File: src/rtl/core/alle_pkg.sv
`timescale 1ns / 1ps
// ----------------------------------------------------------------------------
// alle_pkg
// Shared types and constants of the array linked list engine.
// ----------------------------------------------------------------------------
package alle_pkg;

  localparam int IDX_W  = 8;
  localparam int DATA_W = 32;

  localparam logic [IDX_W-1:0] NULL_IDX = 8'hFF;

  localparam logic [2:0] CMD_APPEND = 3'd0;
  localparam logic [2:0] CMD_INSERT = 3'd1;
  localparam logic [2:0] CMD_REMOVE = 3'd2;
  localparam logic [2:0] CMD_SEARCH = 3'd3;
  localparam logic [2:0] CMD_READ   = 3'd4;

  localparam logic [1:0] ST_OK        = 2'd0;
  localparam logic [1:0] ST_FULL      = 2'd1;
  localparam logic [1:0] ST_BAD_POS   = 2'd2;
  localparam logic [1:0] ST_NOT_FOUND = 2'd3;

  typedef enum logic [3:0] {
    OP_NOP,
    OP_LOAD,
    OP_RD_FREE,
    OP_ALLOC,
    OP_RD_HEAD,
    OP_STEP,
    OP_LINK_TAIL,
    OP_HEAD_NEW,
    OP_SPLICE,
    OP_RM_HEAD,
    OP_RD_LINKQ,
    OP_BYPASS,
    OP_FREE,
    OP_HIT,
    OP_PUBLISH
  } alle_op_t;

  typedef struct packed {
    alle_op_t   op;
    logic       st_we;
    logic [1:0] st;
  } alle_cmd_t;

  typedef struct packed {
    logic [2:0] cmd;
    logic       full;
    logic       pos_zero;
    logic       pos_one;
    logic       ins_ok;
    logic       rd_ok;
    logic       count_zero;
    logic       rem_zero;
    logic       key_hit;
  } alle_sts_t;

endpackage

File: src/rtl/core/alle_ctrl.sv
`timescale 1ns / 1ps
// ----------------------------------------------------------------------------
// alle_ctrl
// Request sequencer: decodes, walks the list and hands off the result.
// ----------------------------------------------------------------------------
module alle_ctrl import alle_pkg::*; (
  input  logic      clk,
  input  logic      rst_n,
  input  logic      in_valid,
  output logic      in_ready,
  output logic      out_valid,
  input  logic      out_ready,
  input  alle_sts_t sts,
  output alle_cmd_t cmd
);

  typedef enum logic [3:0] {
    S_IDLE, S_DISPATCH, S_ALLOC, S_HEAD, S_WALK, S_SPLICE, S_LINK, S_HEADNEW,
    S_RMHEAD, S_RDP, S_BYPASS, S_FREE, S_SRCH, S_HIT, S_DONE
  } state_t;

  state_t state_r, state_nxt;
  logic   out_valid_r, out_valid_nxt;
  logic   pub_ok;

  assign in_ready  = (state_r == S_IDLE);
  assign out_valid = out_valid_r;
  assign pub_ok    = !out_valid_r || out_ready;

  always_comb begin
    state_nxt = state_r;
    cmd.op    = OP_NOP;
    cmd.st_we = 1'b0;
    cmd.st    = ST_OK;
    unique case (state_r)
      S_IDLE: begin
        if (in_valid) begin cmd.op = OP_LOAD; state_nxt = S_DISPATCH; end
      end
      S_DISPATCH: begin
        state_nxt = S_DONE;
        priority case (sts.cmd)
          CMD_APPEND, CMD_INSERT: begin
            if (sts.full) begin
              cmd.st_we = 1'b1; cmd.st = ST_FULL;
            end else if (sts.cmd == CMD_INSERT && (sts.pos_zero || !sts.ins_ok)) begin
              cmd.st_we = 1'b1; cmd.st = ST_BAD_POS;
            end else begin
              cmd.op = OP_RD_FREE; state_nxt = S_ALLOC;
            end
          end
          CMD_REMOVE, CMD_READ: begin
            if (sts.pos_zero || !sts.rd_ok) begin
              cmd.st_we = 1'b1; cmd.st = ST_BAD_POS;
            end else begin
              cmd.op = OP_RD_HEAD;
              state_nxt = (sts.cmd == CMD_REMOVE && sts.pos_one) ? S_RMHEAD : S_WALK;
            end
          end
          CMD_SEARCH: begin
            if (sts.count_zero) begin
              cmd.st_we = 1'b1; cmd.st = ST_NOT_FOUND;
            end else begin
              cmd.op = OP_RD_HEAD; state_nxt = S_SRCH;
            end
          end
          default: ;
        endcase
      end
      S_ALLOC: begin
        cmd.op = OP_ALLOC;
        if (sts.cmd == CMD_APPEND) state_nxt = sts.count_zero ? S_HEADNEW : S_HEAD;
        else state_nxt = sts.pos_one ? S_HEADNEW : S_HEAD;
      end
      S_HEAD: begin cmd.op = OP_RD_HEAD; state_nxt = S_WALK; end
      S_WALK: begin
        if (!sts.rem_zero) begin
          cmd.op = OP_STEP;
        end else begin
          priority case (sts.cmd)
            CMD_APPEND: state_nxt = S_LINK;
            CMD_INSERT: state_nxt = S_SPLICE;
            CMD_REMOVE: state_nxt = S_RDP;
            default:    state_nxt = S_HIT;
          endcase
        end
      end
      S_SPLICE:  begin cmd.op = OP_SPLICE;    state_nxt = S_LINK;   end
      S_LINK:    begin cmd.op = OP_LINK_TAIL; state_nxt = S_DONE;   end
      S_HEADNEW: begin cmd.op = OP_HEAD_NEW;  state_nxt = S_DONE;   end
      S_RMHEAD:  begin cmd.op = OP_RM_HEAD;   state_nxt = S_FREE;   end
      S_RDP:     begin cmd.op = OP_RD_LINKQ;  state_nxt = S_BYPASS; end
      S_BYPASS:  begin cmd.op = OP_BYPASS;    state_nxt = S_FREE;   end
      S_FREE:    begin cmd.op = OP_FREE;      state_nxt = S_DONE;   end
      S_HIT:     begin cmd.op = OP_HIT;       state_nxt = S_DONE;   end
      S_SRCH: begin
        if (sts.key_hit) begin
          cmd.op = OP_HIT; state_nxt = S_DONE;
        end else if (sts.rem_zero) begin
          cmd.st_we = 1'b1; cmd.st = ST_NOT_FOUND; state_nxt = S_DONE;
        end else begin
          cmd.op = OP_STEP;
        end
      end
      S_DONE: begin
        if (pub_ok) begin cmd.op = OP_PUBLISH; state_nxt = S_IDLE; end
      end
      default: state_nxt = S_IDLE;
    endcase
  end

  always_comb begin
    out_valid_nxt = out_valid_r;
    if (out_valid_r && out_ready) out_valid_nxt = 1'b0;
    if (state_r == S_DONE && pub_ok) out_valid_nxt = 1'b1;
  end

  always_ff @(posedge clk) begin
    if (!rst_n) begin
      state_r     <= S_IDLE;
      out_valid_r <= 1'b0;
    end else begin
      state_r     <= state_nxt;
      out_valid_r <= out_valid_nxt;
    end
  end

endmodule

File: config.mk
export PLATFORM = sky130hd
export DESIGN_NAME = alle_ctrl
export DESIGN_NICKNAME = d
export VERILOG_FILES = /design/src/rtl/core/alle_pkg.sv /design/src/rtl/core/alle_ctrl.sv
export SDC_FILE = /design/constraint.sdc
export NUM_CORES = 1
export LEC_CHECK = 0
export BUFFER_PORTS_ARGS = -buffer_cell sky130_fd_sc_hd__buf_2
export CAP_MARGIN = 20
export CORE_MARGIN = 2
export CORE_UTILIZATION = 45
export CTS_BUF_LIST = sky130_fd_sc_hd__clkbuf_16
export DETAILED_ROUTE_END_ITERATION = 12
export GPL_TIMING_DRIVEN = 0
export PLACE_DENSITY = 0.74
export SYNTH_ARGS = -nofsm -noshare
export SYNTH_HDL_FRONTEND = slang
export SYNTH_SLANG_ARGS = --single-unit
File: constraint.sdc
create_clock -name clk -period 1.4 [get_ports clk]
set_input_delay 0.14 -clock clk [delete_from_list [all_inputs] [get_ports clk]]
set_output_delay 0.14 -clock clk [all_outputs]
set_load 0.02 [all_outputs]
Word level (Yosys, flattened, before mapping):

Cells that the tools add are included.

* register bits after elaboration: 5
* input port bits: 15
* word-level logic and storage cells: 77
* output and inout port bits: 9

* reductions and logical operators: 18
* equal/unequal tests: 22
* mux-type cells: 35

Operators with widths (count)
* $pmux W4 S15: 1
* $mux W4: 12
* $pmux W4 S11: 1
* $mux W3: 12
* $eq A4 B4 Y1 const B: 7
* $pmux W4 S3: 2
* $pmux W7 S3: 1
* $eq A4 B3 Y1 const B: 4
* $eq A4 B2 Y1 const B: 2
* $eq A3 B2 Y1 const B: 2
* $ne A2 B2 Y1 const B: 3
* $pmux W3 S2: 1
* $reduce_or A2 Y1: 3
* $eq A4 B1 Y1 const B: 1
* $logic_and A1 B1 Y1: 4
* $logic_not A4 Y1: 1
* $mux W2: 2
* $reduce_and A4 Y1: 1
* $reduce_or A4 Y1: 1
* $eq A3 B1 Y1 const B: 1
* $eq A3 B3 Y1 const B: 1
* $logic_not A1 Y1: 3
* $logic_not A3 Y1: 1
* $logic_or A1 B1 Y1: 3
* 3 further kinds: 5

Longest topological paths before layout:

Gate-level depths: netlist of the first run.

* depth in word-level cells: 7
* mapped depth: 6
* mapped depth without buffers: 5

Worst setup path after synthesis of the first run:

Ideal clock, no wire load.

* kind: register -> output
* from: reg state_r[0]
* to: out cmd[4] (netlist name)
* cell stages (with the launch flop): 5
* arrival: 1385 ps
* data required time: 1260 ps
* setup slack: -125 ps
* path buffers: 1
* cells stage by stage: dfxtp_1 > clkbuf_1 > o21ai_0 > mux2_2 > o22ai_1

RTL lines
* start: declaration: line alle_ctrl.sv:22 `state_t state_r, state_nxt;`
* start signal: assignment: line alle_ctrl.sv:122 `state_r <= state_nxt;`
* end: declaration: line alle_ctrl.sv:14 `output alle_cmd_t cmd`

==> results.py, run 1 <==
metrics = {
    "setup_path": {
        "crit_chain": "clkbuf_4 > o21ai_0 > mux2_2 > o22ai_2 > buf_2",
        "arrival_ps": 1580,
        "path_max_fanout": 10,
        "worst-setup-path-type": "reg -> out",
        "end_kind": "output port",
        "critPathLaunchType": "flop",
        "critPathMaxStageDelay_ps": 390,
        "crit_family": "buffers and inverters",
        "cp.required_ps": 1260,
        "crit_slowest_cell": "dfxtp_4",
        "path_buf_inv": 2,
    },
    "clocking": {
        "cts_buffer_depth": 2,
        "cts_root_buffer": "clkbuf_16",
        "cts.clk_slew.worst_paths_ps": 30,
        "worstSkewPairLatency_ps": 230,
        "htreeDepth": 1,
        "cts_tree": "yes",
        "numCtsBuffers": 3,
        "cts.sinks": 5,
    },
    "logic_synthesis": {
        "ys_seq_area_share_pct": 13.1,
        "yosys_warnings": 0,
        "async_flop_share_pct": 0,
        "ys_seq_elements": 5,
        "netlist.area_leader.share_pct": 13.1,
        "synthesis.nets": 131,
        "netlist_area_sq_um": 767,
        "syn-instance-count": 116,
        "synth_top_area_cell": "dfxtp_1",
        "yosys-top-cells-area": "dfxtp_1, o21ai_0, nand2_1, mux2i_1, nor2_1",
        "synth_ff_type": "dfxtp_1",
        "synth_cell_types": 41,
        "synth-edff-count": 0,
        "syn_area_per_cell_sq_um": 6.61,
    },
    "route": {
        "wl_per_cell_microns": 19.9,
        "postRouteAntennaNets": 0,
        "firstDrtPassIters": 5,
        "avgViaCountPerCell": 6.73,
        "drtIter0Drc": 53,
        "drt_wl_total_microns": 3400,
        "vias": 1151,
        "drcViolationCount": 0,
    },
    "final_layout": {
        "drive_gt1_share_pct": 55.5,
        "final_nets": 171,
        "final_area_sq_um": 1350,
        "final_util_pct": 86.3,
        "mostFrequentLayoutCell": "buf_2",
        "layout_common_cells": "buf_2, buf_4, buf_6, inv_1, nor2_1",
        "area_delta_synth_final_pct": 75.4,
        "diodes": 0,
    },
    "placed_design": {
        "dpl.hpwl_microns": 1670,
        "pre_cts_ws_ps": -261,
        "gp_routability_congestion": 0.873,
        "io_buffers": 23,
        "place_area_sq_um": 928,
    },
    "floorplanning": {
        "core_area_sq_um": 1560,
        "die_area_sq_um": 2050,
        "row_count": 14,
        "die-height_microns": 45.3,
        "start_util_pct": 49.2,
        "ios": 24,
        "fp.dieW_microns": 45.3,
    },
    "timing": {
        "finalMaxSlewViolations": 0,
        "setup_viol": 8,
        "setup_ws_ps": -323,
        "slew_headroom_pct": 70.5,
        "clock_skew_ps": 1.75,
        "rsz0062_at_grt": "yes",
        "fin_crit_sh_pct": 123,
        "fin_setup_tns_ps": -1750,
        "fmax_mhz": 580,
        "fin_crit_ps": 1720,
        "worst_slew_pin_slew_ps": 439,
        "hold_viol": 0,
    },
    "power_and_ir_drop": {
        "p_switching_mw": 1.22,
        "peakVddDrop_v": 0.00139,
        "clkPwrFrac_pct": 16.8,
        "comb_power_share_pct": 72.7,
        "p_int_mw": 1.51,
        "p_seq_share_pct": 10.5,
        "leakagePower_nw": 0.572,
        "p_per_area_nw_per_um2": 2030,
        "switching_share_pct": 44.7,
    },
    "global_routing": {
        "grt_max_degree": 11,
        "overflow": 0,
        "antenna_found_initial": 0,
        "grt_pass1_vias": 972,
        "gr-usage-all-layers_pct": 28.2,
        "grt_pass1_wl_microns": 4290,
    },
    "worst_hold_path": {
        "worstHoldPathType": "in -> reg",
    },
    "status": {
        "status": "complete, but fails checks",
        "violations": "negative setup slack",
    },
    "flow_run": {
        "drv_cap": 0,
    },
}
## layer usage
| layer | part of all wire (%) | global-route usage [%] |
|---|---|---|
| met5 | 0 | 0 |
| met4 | 4.5 | 6.47 |
| met3 | 9.9 | 6.00 |
| met2 | 49 | 50.3 |
| met1 | 37 | 34.3 |
## worst paths after layout
check | cells past startpoint | to | start | slack, ps
setup / recovery | 5 | cmd[4] | state_r[0]$_SDFFE_PN0P_ | -320
hold / removal | 2 | out_valid$_SDFFE_PN0P_ | rst_n | 190
setup reg to reg | 6 | state_r[2]$_SDFFE_PN0P_ | state_r[0]$_SDFFE_PN0P_ | -150
hold reg to reg | 2 | out_valid$_SDFFE_PN0P_ | out_valid$_SDFFE_PN0P_ | 670
## state kept, by name (all words and copies together), names as in the netlist
register	flops
state_r	4
out_valid	1
## cell families after synthesis
family          share of synthesized area [%]
simple gates                             32.3
compound gates                           37.2
mux                                      8.16
buf+inv                                  9.30
flops                                    13.1
## stage by stage
step,power (mW),hold WS (ps),instances
after global routing,2.85,204,171
after detailed placement,1.42,387,155
final,2.74,194,171
after floorplan,1.12,249,116
after CTS,2.24,164,166
after global placement,1.40,388,155
## power by group through the flow
| stage | logic, mW | clock network [mW] | registers [mW] |
|---|---|---|---|
| 2_1_floorplan | 0.889 | 0 | 0.235 |
| 3_3_place_gp | 1.14 | 0 | 0.255 |
| 3_5_place_dp | 1.16 | 0 | 0.254 |
| 4_1_cts | 1.50 | 0.463 | 0.274 |
| 5_1_grt | 2.08 | 0.474 | 0.294 |
| 6_report | 1.99 | 0.459 | 0.289 |
## synth_stat cells, drive strengths merged (4+ instances only)
| cell | number |
|---|---|
| dfxtp | 5 |
| nor3 | 5 |
| nand3 | 6 |
| inv | 7 |
| buf | 6 |
| mux2i | 4 |
| o21ai | 15 |
| nand2 | 11 |
| nor2 | 9 |
| a21oi | 4 |
| nor2b | 4 |
## repair_timing
action	4_1_cts	5_1_grt
hold buffers	0	0
gates resized for setup	42	32
pin swaps	8	5
endpoints found under the setup margin	12	12
gates cloned	0	1
setup buffers	7	5
## worst register-to-register path, cell delays in order (launching register included)
cell and delay [ps]:
dfxtp_4 370, buf_4 150, nor2b_2 180, o21ai_0 240, a21oi_1 110, a211oi_1 250, o21ai_1 130
## layout make-up
type	instances	area [sq um]
tap	16	20.0
buffer	7	62.6
timing repair buffer	36	268
fill	88	214
multi-input combinational	96	778
clock inverter	1	3.75
clock buffer	3	75.1
sequential	5	111
inverter	7	26.3
(Power assumes the default switching activity.)
==> run 2, diff against run 1 <==
CORE_UTILIZATION = 40   (was 45)
PLACE_DENSITY = 0.67   (was 0.74)
==> run 2 against run 1 <==
Effect of this change: the run still ends with negative setup slack left; hold slack lost 6.2 ps; core utilization shrank 16 points; clock skew shrank 1.2 ps; clock power is essentially flat; worst setup slack gained 23 ps; sequential cell count is the same; combinational power shrank 17%; count of clock-buffer cells in the layout is the same; design area shrank 7.3%; global-route usage shrank 3.4 points; sequential share of layout area grew 0.55 points; critical endpoint is now cmd[0]; largest power group unchanged; highest routed layer unchanged.
==> results.py, run 2 (same netlist as run 1, synthesis figures left out) <==
metrics = {
    "setup_path": {
        "cp.required_ps": 1260,
        "critPathLaunchType": "flop",
        "end_kind": "output port",
        "worst-setup-path-type": "reg -> out",
        "arrival_ps": 1560,
        "path_max_fanout": 7,
    },
    "placed_design": {
        "gp_routability_congestion": 0.828,
        "io_buffers": 23,
        "pre_cts_ws_ps": -346,
        "place_area_sq_um": 940,
        "dpl.hpwl_microns": 1760,
    },
    "power_and_ir_drop": {
        "peakVddDrop_v": 0.000944,
        "p_per_area_nw_per_um2": 1920,
        "leakagePower_nw": 0.514,
        "fin_total_pwr_mw": 2.40,
    },
    "clocking": {
        "cts_root_buffer": "clkbuf_16",
        "ctsHoldBuffers": 0,
        "numCtsBuffers": 3,
        "cts.sinks": 5,
        "worstSkewPairLatency_ps": 230,
        "cts_tree": "yes",
        "cts_buffer_depth": 2,
        "cts.clk_slew.worst_paths_ps": 30,
        "htreeDepth": 1,
    },
    "route": {
        "wl_per_cell_microns": 15.5,
        "avgViaCountPerCell": 5.99,
        "drcViolationCount": 0,
        "drt_wl_total_microns": 2670,
        "vias": 1036,
        "postRouteAntennaNets": 0,
        "firstDrtPassIters": 4,
        "drtIter0Drc": 36,
    },
    "global_routing": {
        "grt_pass1_vias": 972,
        "grt_pass1_wl_microns": 4020,
        "gr-usage-all-layers_pct": 24.8,
        "grt_max_degree": 11,
        "antenna_found_initial": 0,
        "overflow": 0,
    },
    "timing": {
        "hold_viol": 0,
        "finalMaxSlewViolations": 0,
        "fin_crit_ps": 1700,
        "slew_headroom_pct": 78.6,
        "fmax_mhz": 588,
        "fin_crit_sh_pct": 121,
        "setup_ws_ps": -301,
        "rsz0062_at_grt": "yes",
        "setup_viol": 10,
        "worst_slew_pin_slew_ps": 321,
        "clock_skew_ps": 0.538,
    },
    "worst_hold_path": {
        "worstHoldPathType": "in -> reg",
    },
    "flow_run": {
        "drv_cap": 0,
    },
    "final_layout": {
        "mostFrequentLayoutCell": "buf_2",
        "drive_gt1_share_pct": 50.0,
        "area_delta_synth_final_pct": 62.6,
        "final_area_sq_um": 1250,
        "largest_reg_flops": 4,
        "final_util_pct": 70.7,
        "layout_common_cells": "buf_2, nand2_1, buf_4",
        "top_register": "state_r",
        "diodes": 0,
        "final_nets": 164,
    },
    "floorplanning": {
        "die_area_sq_um": 2280,
        "die-height_microns": 47.8,
        "core_area_sq_um": 1760,
        "start_util_pct": 43.5,
        "row_count": 15,
        "ios": 24,
        "fp.dieW_microns": 47.8,
    },
    "status": {
        "status": "complete, but fails checks",
        "violations": "negative setup slack",
    },
}
## run 2: per-stage QoR
step | cells | hold WS [ps] | TNS (ps)
after floorplan | 116 | 249 | -271
after global placement | 164 | 394 | -1630
after detailed placement | 164 | 395 | -1810
after CTS | 173 | 172 | -1950
after global routing | 173 | 183 | -2260
final | 173 | 188 | -1710
## run 2: critical path, cell delays in order, from the launching register on
cell and delay [ps]:
dfxtp_4 360, or3_4 370, or3_4 380, o21ai_2 80, buf_6 140
## run 2: final timing paths
check / startpoint / to / slack [ps] / cells after the start
hold / removal: rst_n / out_valid$_SDFFE_PN0P_ / 190 / 2
setup reg to reg: state_r[3]$_SDFFE_PN0P_ / state_r[2]$_SDFFE_PN0P_ / -130 / 5
hold reg to reg: out_valid$_SDFFE_PN0P_ / out_valid$_SDFFE_PN0P_ / 670 / 2
setup / recovery: state_r[0]$_SDFFE_PN0P_ / cmd[0] / -300 / 4
## run 2: area by class of cell
type / count / area [sq um]
multi-input cells: 96 / 739
inverters: 7 / 26.3
flip-flops and latches: 5 / 110
plain buffers: 8 / 76.3
well taps: 25 / 31.3
repair buffers: 28 / 185
clock inverters: 1 / 3.75
fillers: 155 / 517
clock buffers: 3 / 75.1
## run 2: report_power, final
group          switching, mW  total, mW  internal, mW
Combinational          0.890       1.66         0.772
Clock                 0.0906      0.460         0.369
Sequential            0.0639      0.275         0.211
## run 2: per-layer routing
metal	global-route usage, %	vias up	share of wire (%)
li1	-	500	-
met2	43.5	46	51
met4	8.65	0	3.7
met5	0	-	0
met3	7.17	12	6.7
met1	28.6	478	39
## run 2: timing repair
item | 4_1_cts | 5_1_grt
gates resized for setup | 41 | 21
buffers inserted | 5 | 0
cloned | 0 | 0
pin swaps | 9 | 11
setup endpoints to repair | 12 | 12
==> run 3, diff against run 2 <==
CORE_UTILIZATION = 34   (was 40)
PLACE_DENSITY = 0.58   (was 0.67)
==> run 3 against run 2 <==
Effect of this change: the run still ends with negative setup slack left; final cell count rose by 12%; register-to-register slack improved by 50 ps; via count rose by 7.0%.
==> results.py, run 3 (same netlist as run 1, synthesis figures left out) <==
metrics = {
    "status": {
        "status": "complete, but fails checks",
        "violations": "negative setup slack",
    },
    "setup_path": {
        "end_kind": "output port",
        "cp_common_cell": "or3_4",
        "crit_chain": "or3_4 > or3_4 > o21ai_2 > buf_6",
        "arrival_ps": 1620,
        "crit_family": "simple AND/OR/NAND/NOR gates",
        "critPathMaxStageDelay_ps": 430,
        "crit_slowest_cell": "or3_4",
        "path_max_fanout": 7,
        "critPathLaunchType": "flop",
        "path_buf_inv": 1,
        "worst-setup-path-type": "reg -> out",
        "cp.required_ps": 1260,
    },
    "route": {
        "firstDrtPassIters": 4,
        "postRouteAntennaNets": 0,
        "drcViolationCount": 0,
        "drt_wl_total_microns": 2970,
        "wl_per_cell_microns": 15.3,
        "avgViaCountPerCell": 5.72,
        "drtIter0Drc": 18,
        "vias": 1109,
    },
    "global_routing": {
        "gr-usage-all-layers_pct": 19.3,
        "grt_max_degree": 11,
        "overflow": 0,
        "grt_pass1_vias": 927,
        "antenna_found_initial": 0,
        "grt_pass1_wl_microns": 4040,
    },
    "clocking": {
        "cts_buffer_depth": 2,
        "cts_tree": "yes",
        "htreeDepth": 1,
        "cts.clk_slew.worst_paths_ps": 40,
        "numCtsBuffers": 3,
        "worstSkewPairLatency_ps": 230,
        "cts.sinks": 5,
        "cts_root_buffer": "clkbuf_16",
    },
    "final_layout": {
        "layoutNonFillerInstCount": 194,
        "mostFrequentLayoutCell": "buf_6",
        "top_register": "state_r",
        "largest_reg_flops": 4,
        "layout_common_cells": "buf_6, buf_4, buf_2",
        "diodes": 0,
        "drive_gt1_share_pct": 59.0,
        "fill_cells": 187,
        "area_delta_synth_final_pct": 95.8,
        "final_nets": 182,
    },
    "timing": {
        "finalMaxSlewViolations": 0,
        "setup_ws_ps": -364,
        "fin_crit_ps": 1760,
        "rsz0062_at_grt": "yes",
        "hold_viol": 0,
        "hold_ws_ps": 186,
        "fin_setup_tns_ps": -1850,
        "setup_viol": 10,
        "fin_crit_sh_pct": 126,
        "clock_skew_ps": 4.20,
        "slew_headroom_pct": 75.3,
        "fmax_mhz": 567,
        "worst_slew_pin_slew_ps": 370,
    },
    "flow_run": {
        "drv_cap": 0,
    },
    "placed_design": {
        "io_buffers": 23,
        "dpl.hpwl_microns": 1720,
        "pre_cts_ws_ps": -340,
        "placed_cells": 167,
        "gp_routability_congestion": 0.839,
    },
    "floorplanning": {
        "die-height_microns": 51.5,
        "fp.dieW_microns": 51.5,
        "ios": 24,
        "start_util_pct": 35.4,
        "core_area_sq_um": 2170,
        "row_count": 17,
        "die_area_sq_um": 2650,
    },
    "power_and_ir_drop": {
        "leakagePower_nw": 0.656,
        "peakVddDrop_v": 0.00132,
        "p_per_area_nw_per_um2": 1950,
    },
    "worst_hold_path": {
        "worstHoldPathType": "in -> reg",
    },
}
## run 3: cell types whose count changed in the layout (fill, tap and decap cells not counted), moves of 2 or more
cell,change
buf_4,+8
o21ai_2,+3
buf_2,-2
a2bb2oi_2,-2
nand3_1,-3
nand2_1,-3
a2bb2oi_1,+2
nand3_2,+2
buf_6,+10
buf_8,+2
o21ai_1,-4
nand2_2,+2
## run 3: per-layer routing
metal  vias to the layer above  wire [microns]  track usage [%]
met5                         -               0                0
met4                         0              33             3.95
met3                         4             102             3.45
met2                        30            1520             32.9
met1                       545            1320             25.4
li1                        530               -                -
## run 3: power by group
| part | total (mW) | switching (mW) | leakage, nW | internal (mW) |
|---|---|---|---|---|
| logic | 2.18 | 1.06 | 0.570 | 1.13 |
| clock network | 0.461 | 0.0917 | 0.0423 | 0.370 |
| registers | 0.289 | 0.0750 | 0.0436 | 0.214 |
| total | 2.93 | 1.22 | 0.656 | 1.71 |
## run 3: worst paths after layout
kind | startpoint | endpoint | slack, ps | cells after the start
hold reg to reg | out_valid$_SDFFE_PN0P_ | out_valid$_SDFFE_PN0P_ | 670 | 2
setup / recovery | state_r[0]$_SDFFE_PN0P_ | cmd[2] | -360 | 4
hold / removal | rst_n | out_valid$_SDFFE_PN0P_ | 190 | 2
setup reg to reg | state_r[1]$_SDFFE_PN0P_ | state_r[2]$_SDFFE_PN0P_ | -80 | 8
## run 3: layout make-up
type                            count  area (sq um)  area share [%]
Multi-Input combinational cell     96           785            52.2
Sequential cell                     5           111            7.42
Timing Repair Buffer               47           385            25.7
Clock inverter                      1          3.75           0.250
Clock buffer                        3          75.1            5.00
Buffer                              7          80.1            5.33
Inverter                            7          26.3            1.75
Tap cell                           28          35.0            2.33
## run 3: stage by stage
step,util [%],total power [mW],cell area (sq um)
2_1_floorplan,-,1.12,793
3_3_place_gp,43.5,1.42,943
3_5_place_dp,43.5,1.42,943
4_1_cts,57.6,2.29,1250
5_1_grt,69.2,3.09,1500
6_report,69.2,2.93,1500
## run 3: what timing repair did
item | CTS | global route
buffers inserted | 9 | 13
pin swaps | 15 | 14
hold buffers | 0 | 0
gates resized for setup | 52 | 36
setup endpoints to repair | 12 | 11
cloned | 0 | 2
